===== src/rtl/gbn_pkg.sv =====
// shared types, constants and helpers for the go-back-n sender
package gbn_pkg;

    localparam int SEQ_MODULUS = 10;
    localparam int WINDOW      = 5;
    localparam int SEQ_W       = 4;
    localparam int IDX_W       = 16;
    localparam int ACK_W       = 8;
    localparam int PS_W        = 17;
    localparam int TMO_W       = 8;
    localparam int CFG_IDX_W   = 2;
    localparam int Q_DEPTH     = 4;
    localparam int Q_AW        = 2;
    localparam int Q_CW        = 3;

    localparam logic [7:0] CODE_ACCEPT = 8'd200;
    localparam logic [7:0] CODE_END    = 8'd211;

    localparam logic [1:0] CMD_EMPTY   = 2'd0;
    localparam logic [1:0] CMD_BYTE    = 2'd1;
    localparam logic [1:0] CMD_RESTART = 2'd2;
    localparam logic [1:0] CMD_UNUSED  = 2'd3;

    localparam logic [CFG_IDX_W-1:0] CFG_TOTAL   = 2'd0;
    localparam logic [CFG_IDX_W-1:0] CFG_TIMEOUT = 2'd1;

    localparam logic [TMO_W-1:0] TIMEOUT_RESET = 8'd10;

    localparam int          RECIP_SH = 16;
    localparam logic [16:0] RECIP    = 17'((2 ** RECIP_SH) / SEQ_MODULUS);

    typedef enum logic [2:0] {
        PH_ANNOUNCE = 3'd0,
        PH_ACCEPT   = 3'd1,
        PH_SEND     = 3'd2,
        PH_ENDACK   = 3'd3,
        PH_STOP     = 3'd4
    } t_phase;

    typedef enum logic [2:0] {
        K_READY   = 3'd0,
        K_DATA    = 3'd1,
        K_END     = 3'd2,
        K_DONE    = 3'd3,
        K_TIMEOUT = 3'd4,
        K_BADCODE = 3'd5
    } t_kind;

    typedef struct packed {
        t_kind              kind;
        logic [SEQ_W-1:0]   seq;
        logic [IDX_W-1:0]   idx;
        logic               last;
    } t_result;

    typedef struct packed {
        logic [1:0] count;
        t_result    res0;
        t_result    res1;
    } t_push;

    // x mod SEQ_MODULUS for x up to 256, reciprocal multiply plus one correction
    function automatic logic [SEQ_W-1:0] seq_mod(input logic [8:0] x);
        logic [25:0] prod;
        logic [9:0]  q;
        logic [13:0] r;
        prod = 26'(x) * 26'(RECIP);
        q    = prod[25:16];
        r    = 14'(x) - 14'(q) * 14'(SEQ_MODULUS);
        if (r >= 14'(SEQ_MODULUS)) begin
            r = r - 14'(SEQ_MODULUS);
        end
        return r[SEQ_W-1:0];
    endfunction

endpackage


===== src/rtl/gbn_ifs.sv =====
// valid/ready channel interfaces for polls, results and register writes
interface gbn_in_if;
    logic       valid;
    logic       ready;
    logic [1:0] cmd;
    logic [7:0] rx_byte;
    modport source (output valid, cmd, rx_byte, input ready);
    modport sink   (input valid, cmd, rx_byte, output ready);
endinterface

interface gbn_out_if;
    logic        valid;
    logic        ready;
    logic [2:0]  kind;
    logic [3:0]  seq_out;
    logic [15:0] packet_index;
    logic        last;
    modport source (output valid, kind, seq_out, packet_index, last, input ready);
    modport sink   (input valid, kind, seq_out, packet_index, last, output ready);
endinterface

interface gbn_cfg_if;
    logic        valid;
    logic        ready;
    logic [1:0]  index;
    logic [15:0] data;
    modport source (output valid, index, data, input ready);
    modport sink   (input valid, index, data, output ready);
endinterface


===== src/rtl/gbn_core.sv =====
// protocol state, config registers and per-poll result generation
module gbn_core
    import gbn_pkg::*;
(
    input  logic                 i_clk,
    input  logic                 i_rst_n,
    input  logic                 i_in_valid,
    output logic                 o_in_ready,
    input  logic [1:0]           i_cmd,
    input  logic [7:0]           i_rx_byte,
    input  logic                 i_cfg_valid,
    input  logic [CFG_IDX_W-1:0] i_cfg_index,
    input  logic [IDX_W-1:0]     i_cfg_data,
    input  logic                 i_room,
    output t_push                o_push
);

    logic                 r_in_valid;
    logic [1:0]           r_cmd;
    logic [7:0]           r_rx;
    logic [IDX_W-1:0]     r_total;
    logic [TMO_W-1:0]     r_timeout;
    t_phase               r_phase, n_phase;
    logic [SEQ_W-1:0]     r_seq, n_seq;
    logic [ACK_W-1:0]     r_ack, n_ack;
    logic [PS_W-1:0]      r_ps, n_ps;
    logic [TMO_W-1:0]     r_ep, n_ep;
    logic                 go;
    logic [TMO_W-1:0]     ep_inc;
    logic                 tmo_hit;
    logic [SEQ_W-1:0]     s1;
    logic [PS_W-1:0]      p1;
    logic [PS_W-1:0]      end_ps;
    t_result              res [2];
    logic [1:0]           nres;

    function automatic logic signed [9:0] win_len(input logic [SEQ_W-1:0] s,
                                                  input logic [ACK_W-1:0] a,
                                                  input logic incl);
        logic signed [9:0] sv;
        logic signed [9:0] av;
        sv = $signed({6'b0, s});
        av = $signed({2'b0, a});
        if ((sv > av) || (incl && (sv == av))) begin
            return sv - av;
        end
        return sv + 10'(SEQ_MODULUS) - av;
    endfunction

    function automatic t_result mk(input t_kind k, input logic [SEQ_W-1:0] s,
                                   input logic [IDX_W-1:0] i);
        t_result r;
        r.kind = k;
        r.seq  = s;
        r.idx  = i;
        r.last = 1'b0;
        return r;
    endfunction

    assign go         = r_in_valid && i_room;
    assign o_in_ready = !r_in_valid || go;
    assign ep_inc     = r_ep + 8'd1;
    assign tmo_hit    = (ep_inc == r_timeout);
    assign end_ps     = PS_W'(r_total) + 17'd1;

    always_ff @(posedge i_clk) begin
        if (!i_rst_n) begin
            r_in_valid <= 1'b0;
            r_total    <= '0;
            r_timeout  <= TIMEOUT_RESET;
            r_phase    <= PH_ANNOUNCE;
            r_seq      <= '0;
            r_ack      <= '0;
            r_ps       <= '0;
            r_ep       <= '0;
        end else begin
            if (o_in_ready) begin
                r_in_valid <= i_in_valid;
            end
            if (i_cfg_valid) begin
                if (i_cfg_index == CFG_TOTAL) begin
                    r_total <= i_cfg_data;
                end else if (i_cfg_index == CFG_TIMEOUT) begin
                    r_timeout <= i_cfg_data[TMO_W-1:0];
                end
            end
            r_phase <= n_phase;
            r_seq   <= n_seq;
            r_ack   <= n_ack;
            r_ps    <= n_ps;
            r_ep    <= n_ep;
        end
    end

    always_ff @(posedge i_clk) begin
        if (o_in_ready && i_in_valid) begin
            r_cmd <= i_cmd;
            r_rx  <= i_rx_byte;
        end
    end

    always_comb begin
        n_phase = r_phase;
        n_seq   = r_seq;
        n_ack   = r_ack;
        n_ps    = r_ps;
        n_ep    = r_ep;
        res[0]  = mk(K_READY, '0, '0);
        res[1]  = mk(K_READY, '0, '0);
        nres    = 2'd0;
        s1      = r_seq;
        p1      = r_ps;
        if (go) begin
            if (r_cmd == CMD_RESTART) begin
                n_phase = PH_ANNOUNCE;
                n_seq   = '0;
                n_ack   = '0;
                n_ps    = '0;
                n_ep    = '0;
            end else if (r_cmd != CMD_UNUSED) begin
                unique case (r_phase)
                    PH_ANNOUNCE: begin
                        res[0]  = mk(K_READY, '0, '0);
                        nres    = 2'd1;
                        n_phase = PH_ACCEPT;
                        n_ep    = '0;
                    end
                    PH_ACCEPT: begin
                        if (r_cmd == CMD_EMPTY) begin
                            n_ep = ep_inc;
                            if (tmo_hit) begin
                                n_ep    = '0;
                                res[0]  = mk(K_TIMEOUT, '0, '0);
                                nres    = 2'd1;
                                n_phase = PH_STOP;
                            end
                        end else if (r_rx == CODE_ACCEPT) begin
                            n_seq   = SEQ_W'(1);
                            n_ack   = '0;
                            n_ps    = '0;
                            n_ep    = '0;
                            n_phase = PH_SEND;
                        end else begin
                            res[0]  = mk(K_BADCODE, '0, '0);
                            nres    = 2'd1;
                            n_phase = PH_STOP;
                        end
                    end
                    PH_SEND: begin
                        if ((win_len(r_seq, r_ack, 1'b0) < 10'(WINDOW))
                            && (r_ps <= PS_W'(r_total))) begin
                            res[0] = mk(K_DATA, r_seq, r_ps[IDX_W-1:0]);
                            nres   = 2'd1;
                            s1     = (r_seq == SEQ_W'(SEQ_MODULUS - 1)) ? '0
                                                                         : r_seq + 4'd1;
                            p1     = r_ps + 17'd1;
                        end
                        n_seq = s1;
                        n_ps  = p1;
                        if (r_cmd == CMD_EMPTY) begin
                            n_ep = ep_inc;
                            if (tmo_hit) begin
                                n_seq = seq_mod({1'b0, r_ack} + 9'd1);
                                n_ps  = p1 - PS_W'(win_len(s1, r_ack, 1'b1)) + 17'd1;
                                n_ep  = '0;
                            end
                        end else begin
                            n_ep = '0;
                            if ({4'b0, s1} < r_ack) begin
                                if ((r_rx <= {4'b0, s1}) || (r_rx > r_ack)) begin
                                    n_ack = r_rx;
                                end
                            end else if (r_rx > r_ack) begin
                                n_ack = r_rx;
                            end
                            if (p1 == end_ps) begin
                                res[nres[0]] = mk(K_END, '0, '0);
                                nres         = nres + 2'd1;
                                n_phase      = PH_ENDACK;
                            end
                        end
                    end
                    PH_ENDACK: begin
                        if (r_cmd == CMD_EMPTY) begin
                            n_ep = ep_inc;
                            if (tmo_hit) begin
                                n_ep   = '0;
                                res[0] = mk(K_END, '0, '0);
                                nres   = 2'd1;
                            end
                        end else if (r_rx == CODE_END) begin
                            res[0]  = mk(K_DONE, '0, '0);
                            nres    = 2'd1;
                            n_phase = PH_STOP;
                        end
                    end
                    PH_STOP: begin
                    end
                    default: begin
                    end
                endcase
            end
        end
        if (nres == 2'd1) begin
            res[0].last = 1'b1;
        end else if (nres == 2'd2) begin
            res[1].last = 1'b1;
        end
        o_push.count = nres;
        o_push.res0  = res[0];
        o_push.res1  = res[1];
    end

    assert property (@(posedge i_clk) disable iff (!i_rst_n)
        (go && (r_cmd == CMD_RESTART)) |=> (r_phase == PH_ANNOUNCE) && (r_ps == '0))
        else $error("restart did not clear state");

    assert property (@(posedge i_clk) disable iff (!i_rst_n)
        r_seq < SEQ_W'(SEQ_MODULUS))
        else $error("sequence number out of range");

    assert property (@(posedge i_clk) disable iff (!i_rst_n)
        (o_push.count == 2'd2) |-> ((o_push.res0.kind == K_DATA)
                                    && (o_push.res1.kind == K_END)))
        else $error("two results that are not data then end");

endmodule


===== src/rtl/gbn_out_q.sv =====
// small result queue that serializes up to two results per poll
module gbn_out_q
    import gbn_pkg::*;
(
    input  logic    i_clk,
    input  logic    i_rst_n,
    input  t_push   i_push,
    output logic    o_room,
    output logic    o_valid,
    input  logic    i_ready,
    output t_result o_res
);

    t_result          r_mem [Q_DEPTH];
    logic [Q_AW-1:0]  r_wr;
    logic [Q_AW-1:0]  r_rd;
    logic [Q_CW-1:0]  r_count;
    logic             pop;
    logic [Q_AW-1:0]  wr1;

    assign o_valid = (r_count != '0);
    assign o_res   = r_mem[r_rd];
    assign pop     = o_valid && i_ready;
    assign o_room  = (r_count <= Q_CW'(Q_DEPTH - 2));
    assign wr1     = r_wr + Q_AW'(1);

    always_ff @(posedge i_clk) begin
        if (!i_rst_n) begin
            r_wr    <= '0;
            r_rd    <= '0;
            r_count <= '0;
        end else begin
            r_wr    <= r_wr + Q_AW'(i_push.count);
            r_rd    <= r_rd + Q_AW'(pop);
            r_count <= r_count + Q_CW'(i_push.count) - Q_CW'(pop);
        end
    end

    always_ff @(posedge i_clk) begin
        if (i_push.count != 2'd0) begin
            r_mem[r_wr] <= i_push.res0;
        end
        if (i_push.count == 2'd2) begin
            r_mem[wr1] <= i_push.res1;
        end
    end

    assert property (@(posedge i_clk) disable iff (!i_rst_n)
        r_count <= Q_CW'(Q_DEPTH))
        else $error("result queue overflow");

    assert property (@(posedge i_clk) disable iff (!i_rst_n)
        (i_push.count != 2'd0) |-> o_room)
        else $error("push without room");

endmodule


===== src/rtl/go_back_n_sender.sv =====
// top level of the go-back-n sender control block
//
// i_in carries one poll per beat: cmd 0 empty poll, 1 received byte in
// rx_byte, 2 restart. o_out carries result beats (kind, seq_out,
// packet_index, last); last marks the final result of a poll. i_cfg writes
// register 0 total_packets and register 1 timeout_polls; it is always ready
// and is meant to be used while the block is idle.
// A poll is held in an input register, evaluated combinationally from there
// and its zero, one or two results are written into the result queue, from
// which the first result is taken. One poll per cycle is taken while the
// queue has room and the output drains one result per cycle; the four-entry
// result queue absorbs the extra result of a poll that yields two.
// When the receiver stalls, the queue fills and i_in.ready drops once fewer
// than two entries are free; nothing is lost.
// Synchronous reset empties the queue, returns the protocol to announce
// and restores total_packets 0 and timeout_polls 10.
module go_back_n_sender
    import gbn_pkg::*;
(
    input  logic i_clk,
    input  logic i_rst_n,
    gbn_in_if.sink    i_in,
    gbn_out_if.source o_out,
    gbn_cfg_if.sink   i_cfg
);

    t_push   push;
    logic    room;
    t_result res;

    assign i_cfg.ready = 1'b1;

    gbn_core u_core (
        .i_clk       (i_clk),
        .i_rst_n     (i_rst_n),
        .i_in_valid  (i_in.valid),
        .o_in_ready  (i_in.ready),
        .i_cmd       (i_in.cmd),
        .i_rx_byte   (i_in.rx_byte),
        .i_cfg_valid (i_cfg.valid),
        .i_cfg_index (i_cfg.index),
        .i_cfg_data  (i_cfg.data),
        .i_room      (room),
        .o_push      (push)
    );

    gbn_out_q u_out_q (
        .i_clk   (i_clk),
        .i_rst_n (i_rst_n),
        .i_push  (push),
        .o_room  (room),
        .o_valid (o_out.valid),
        .i_ready (o_out.ready),
        .o_res   (res)
    );

    assign o_out.kind         = 3'(res.kind);
    assign o_out.seq_out      = res.seq;
    assign o_out.packet_index = res.idx;
    assign o_out.last         = res.last;

endmodule

===== src/flat_wrapper.sv =====
// flat-port wrapper written by rule: the top's interface ports become plain ports
module go_back_n_sender_flat import gbn_pkg::*;
  (i_clk, i_rst_n, i_in_valid, i_in_cmd, i_in_rx_byte, i_in_ready, o_out_valid, o_out_kind, o_out_seq_out, o_out_packet_index, o_out_last, o_out_ready, i_cfg_valid, i_cfg_index, i_cfg_data, i_cfg_ready);
  gbn_in_if i_in_i ();
  gbn_out_if o_out_i ();
  gbn_cfg_if i_cfg_i ();
  input  logic i_clk;
  input  logic i_rst_n;
  input wire logic [$bits(i_in_i.valid)-1:0] i_in_valid;
  input wire logic [$bits(i_in_i.cmd)-1:0] i_in_cmd;
  input wire logic [$bits(i_in_i.rx_byte)-1:0] i_in_rx_byte;
  output wire logic [$bits(i_in_i.ready)-1:0] i_in_ready;
  output wire logic [$bits(o_out_i.valid)-1:0] o_out_valid;
  output wire logic [$bits(o_out_i.kind)-1:0] o_out_kind;
  output wire logic [$bits(o_out_i.seq_out)-1:0] o_out_seq_out;
  output wire logic [$bits(o_out_i.packet_index)-1:0] o_out_packet_index;
  output wire logic [$bits(o_out_i.last)-1:0] o_out_last;
  input wire logic [$bits(o_out_i.ready)-1:0] o_out_ready;
  input wire logic [$bits(i_cfg_i.valid)-1:0] i_cfg_valid;
  input wire logic [$bits(i_cfg_i.index)-1:0] i_cfg_index;
  input wire logic [$bits(i_cfg_i.data)-1:0] i_cfg_data;
  output wire logic [$bits(i_cfg_i.ready)-1:0] i_cfg_ready;
  assign i_in_i.valid = i_in_valid;
  assign i_in_i.cmd = i_in_cmd;
  assign i_in_i.rx_byte = i_in_rx_byte;
  assign i_in_ready = i_in_i.ready;
  assign o_out_valid = o_out_i.valid;
  assign o_out_kind = o_out_i.kind;
  assign o_out_seq_out = o_out_i.seq_out;
  assign o_out_packet_index = o_out_i.packet_index;
  assign o_out_last = o_out_i.last;
  assign o_out_i.ready = o_out_ready;
  assign i_cfg_i.valid = i_cfg_valid;
  assign i_cfg_i.index = i_cfg_index;
  assign i_cfg_i.data = i_cfg_data;
  assign i_cfg_ready = i_cfg_i.ready;
  go_back_n_sender u_core (.i_clk(i_clk), .i_rst_n(i_rst_n), .i_in(i_in_i), .o_out(o_out_i), .i_cfg(i_cfg_i));
endmodule

===== config.mk =====
export PLATFORM = sky130hd
export DESIGN_NAME = go_back_n_sender_flat
export DESIGN_NICKNAME = d
export VERILOG_FILES = /design/src/rtl/gbn_pkg.sv /design/src/rtl/gbn_ifs.sv /design/src/rtl/gbn_core.sv /design/src/rtl/gbn_out_q.sv /design/src/rtl/go_back_n_sender.sv /design/src/flat_wrapper.sv
export SDC_FILE = /design/constraint.sdc
export NUM_CORES = 1
export LEC_CHECK = 0
export BUFFER_PORTS_ARGS = -buffer_cell sky130_fd_sc_hd__clkbuf_2
export CAP_MARGIN = 20
export CORE_MARGIN = 3
export CORE_UTILIZATION = 60
export CTS_BUF_LIST = sky130_fd_sc_hd__clkbuf_2
export DETAILED_ROUTE_END_ITERATION = 8
export PLACE_DENSITY = 0.86
export SYNTH_ARGS = -nofsm -noshare
export SYNTH_HDL_FRONTEND = slang
export SYNTH_SLANG_ARGS = --single-unit

===== constraint.sdc =====
create_clock -name i_clk -period 11.4 [get_ports i_clk]
set_input_delay 1.14 -clock i_clk [delete_from_list [all_inputs] [get_ports i_clk]]
set_output_delay 1.14 -clock i_clk [all_outputs]
set_load 0.1 [all_outputs]

==> reports/results.tsv <==
metric	value	unit
status	finished clean	
vias in the first global route	11509	
Seq pwr share	0.478	
first-pass GRT wire length	57000	um
Simple-Gate Fraction of Synth Area	0.185	
Startpoint Class	flop	
Initial Util	0.617	
width of the die	159	um
Area Growth Syn to Fin	5.54	%
Multi-input gate area	9580	um^2
Slew Limit Fails	0	
RePlAce Congestion	0.960	
grt met3 use	0.0362	
Final Skew	54.8	ps
pin count of the biggest net entering global routing	49	
routed len/inst	17.9	um
VDD IR max	0.110	mV
clk buf depth	2	
vias per cell	6.07	
syn_area_per_cell	8.78	um^2
Hold Path End	u_core.u_core.r_rx[7]	
post-synthesis sequential area ratio	0.266	
max_cap viols	0	
Crit-path slowest cell	dfxtp_1	
total power	1.45	mW
die height	159	um
DP Wirelength	25700	um
mux cell area share after synthesis	0.120	
r2r worst-path depth	35	
nets	1835	
syn nets	1819	
Clock transition at path regs	310	ps
commonest non-fill, non-tap cells in the layout	nor2_1 (168), dfxtp_1 (159), ha_1 (151), nand2_1 (132), inv_1 (121)	
total negative slack	0	ps
Synth Area in Compound Gates	0.122	
layout cell share with drive strength beyond 1	0.105	
Starting DRT DRC Count	1029	
CTS-repair resized insts	0	
clk root buf	clkbuf_2	
RSZ-0062 raised after global routing	no	
Worst Setup Path Type	flop to flop	
Leak	6.64	nW
Core Box Area	22800	um^2
Die ar.	25400	um^2
GRT Max-Usage Layer	met2	
worst-path fanout max	25	
FILL cells	1875	
Post-Synth Adder-Cell Area	0.176	
Synth Area in XOR/XNOR	0.0739	
crit-path max cell delay	760	ps
# DRC	0	
commonest non-fill, non-tap cell in the layout	nor2_1	
# setup viols final	0	
Psw	0.533	mW
Netlist Area Pre-Place	14100	um^2
Comb pwr share	0.245	
drt first pass iters	9	
WP data required	12140	ps
worst hold start	i_in_rx_byte[7]	
met2 Use GR	0.458	
Num CTS Buffers	17	
grt met1 use	0.355	
Hold Fails Final Rpt	0	
crit end category	flop	
total number of vias	11840	
Hold Crit Class	input pin to flop	
worst-margin pin slew	1120	ps
DRT Wirelength	34900	um
Reg-to-Reg Start	u_core.u_core.r_ack[0]	
number of synthesized register bits	178	
cells after synthesis	1606	
main combinational cell family by area after synthesis	simple AND/OR/NAND/NOR gates	
Pint	0.919	mW
period utilisation layout	0.819	
I/O pins	60	
clock latency at the later pin of the worst-skew pair	830	ps
Sw Ratio	0.367	
post-route ant nets	0	
GR Overflow Total	0	
clock power share	0.277	
Async SR Flop Fraction	0	
fmax	0.107	GHz
crit path DAT	10080	ps
R2R setup slack	2060	ps
register area	3740	um^2
cts hold-fix bufs	0	
Setup Fix Bufs, Post-CTS	0	
GRT Util Overall	0.271	
Max transition margin	0.250	
port bufs	58	
Site Rows	55	
Post-synth EDFFs	18	
top_reg_cell synth	dfxtp_1	
H-tree Lvls	4	
reg2reg end	u_core.u_core.r_ps[15]	
Netlist cell types	86	
clock sink count	178	
min Tclk post-route	9340	ps
initial antenna violation count	1	
PD cells	97.6	nW/um^2
Hold Path Stages	1	
Synth warnings	0	
CTS tree	done	
==> how the worst max path moves through the flow <==
stage                     slack (ps)                    from                     end
after floorplan                 3410  u_core.u_core.r_seq[1]  u_core.u_core.r_ps[15]
after CTS                       2050  u_core.u_core.r_ack[0]  u_core.u_core.r_ps[16]
final                           2060  u_core.u_core.r_ack[0]  u_core.u_core.r_ps[15]
after global routing            1420  u_core.u_core.r_ack[0]  u_core.u_core.r_ps[15]
after detailed placement        2130  u_core.u_core.r_ack[0]  u_core.u_core.r_ps[16]
after global placement          2520  u_core.u_core.r_ack[0]  u_core.u_core.r_ps[16]
==> layout make-up <==
cell class / instances / area share
Multi-Input combinational cell: 1230 / 0.644
Sequential cell: 178 / 0.252
Inverter: 125 / 0.0315
Tap cell: 313 / 0.0263
Timing Repair Buffer: 70 / 0.0254
Clock inverter: 15 / 0.0155
Clock buffer: 17 / 0.00572
Antenna cell: 1 / 0.000168
==> cell usage after synthesis, types with 4 or more instances <==
| cell type | n | area, um^2 |
|---|---|---|
| nand4_1 | 10 | 62.6 |
| or2_2 | 14 | 87.6 |
| o21ai_0 | 37 | 185 |
| ha_1 | 151 | 1890 |
| clkbuf_1 | 44 | 165 |
| nand3b_1 | 6 | 45.0 |
| nor2_1 | 168 | 631 |
| and2_1 | 12 | 75.1 |
| and4_1 | 5 | 43.8 |
| xnor3_1 | 7 | 158 |
| xor2_1 | 37 | 324 |
| mux2i_1 | 107 | 1070 |
| o21a_1 | 7 | 52.6 |
| nor3_1 | 43 | 215 |
| buf_1 | 7 | 26.3 |
| or3_1 | 6 | 37.5 |
| nand3_1 | 51 | 255 |
| a22oi_1 | 6 | 45.0 |
| mux4_2 | 24 | 541 |
| a31oi_1 | 9 | 56.3 |
| o211ai_1 | 14 | 105 |
| nand2b_1 | 12 | 75.1 |
| nor2b_1 | 19 | 119 |
| edfxtp_1 | 18 | 541 |
| o21bai_1 | 7 | 52.6 |
| o31ai_1 | 7 | 52.6 |
| a21boi_0 | 9 | 67.6 |
| a21o_1 | 19 | 143 |
| buf_2 | 13 | 65.1 |
| fa_1 | 29 | 581 |
| o22ai_1 | 6 | 37.5 |
| mux2_2 | 7 | 78.8 |
| xnor2_1 | 64 | 561 |
| nand2_1 | 132 | 495 |
| and3_1 | 36 | 225 |
| inv_1 | 121 | 454 |
| nor4_1 | 7 | 43.8 |
| nor3b_1 | 4 | 30.0 |
| a211oi_1 | 15 | 113 |
| buf_4 | 8 | 60.1 |
| a21oi_1 | 83 | 415 |
| dfxtp_1 | 160 | 3200 |
==> registers in the layout (all words and copies together) (netlist names) <==
register / flops
u_core.u_core.r_in_valid: 1
u_core.u_out_q.r_rd: 2
u_core.u_core.r_ep: 8
u_core.u_core.r_total: 16
u_core.u_core.r_timeout: 8
u_core.u_out_q.r_mem: 96
u_core.u_core.r_phase: 3
u_core.u_core.r_seq: 4
u_core.u_core.r_ps: 17
u_core.u_core.r_ack: 8
u_core.u_core.r_rx: 8
u_core.u_out_q.r_wr: 2
u_core.u_out_q.r_count: 3
u_core.u_core.r_cmd: 2
==> worst max-delay path, delay by kind of cell (launching register included) <==
family / cells / cell delay, ps
flops: 1 / 760
mux: 2 / 540
compound gates: 13 / 3580
buf+inv: 6 / 830
fa+ha+maj: 7 / 2210
simple gates: 7 / 1380
==> per-stage QoR <==
stage | setup WS, ps | hold slack (ps) | utilization | instance area [um^2] | cells
after floorplan | 3410 | 443 | - | 14100 | 1606
after global routing | 1420 | 414 | 0.651 | 14900 | 1949
final | 2060 | 478 | 0.651 | 14900 | 1949
after detailed placement | 2130 | 464 | 0.637 | 14600 | 1915
after CTS | 2050 | 424 | 0.651 | 14900 | 1947
after global placement | 2520 | 458 | 0.637 | 14600 | 1915
==> layer usage <==
metal	vias up	routed length [um]
met5	-	0
met4	0	1010
met3	86	2130
met2	442	16500
met1	5655	15200
li1	5657	-
==> logic make-up (layout without fill, tap and decap cells) <==
| kind of cell | Yosys count | after routing |
|---|---|---|
| AOI/OAI and AO/OA | 259 | 259 |
| and+or+nand+nor | 543 | 543 |
| xor gates and xnor gates | 108 | 108 |
| adders and majority gates | 181 | 181 |
| DFF | 178 | 178 |
| buffers and inverters | 198 | 227 |
| other | 1 | 2 |
| muxes | 138 | 138 |
==> power groups by stage <==
stage          Combinational [mW]  Clock [mW]  Sequential, mW
2_1_floorplan               0.308           0           0.673
3_3_place_gp                0.341           0           0.703
3_5_place_dp                0.350           0           0.705
4_1_cts                     0.353       0.408           0.695
5_1_grt                     0.386       0.435           0.701
6_report                    0.356       0.402           0.694
Note: power is estimated with default switching activity, not from simulation.
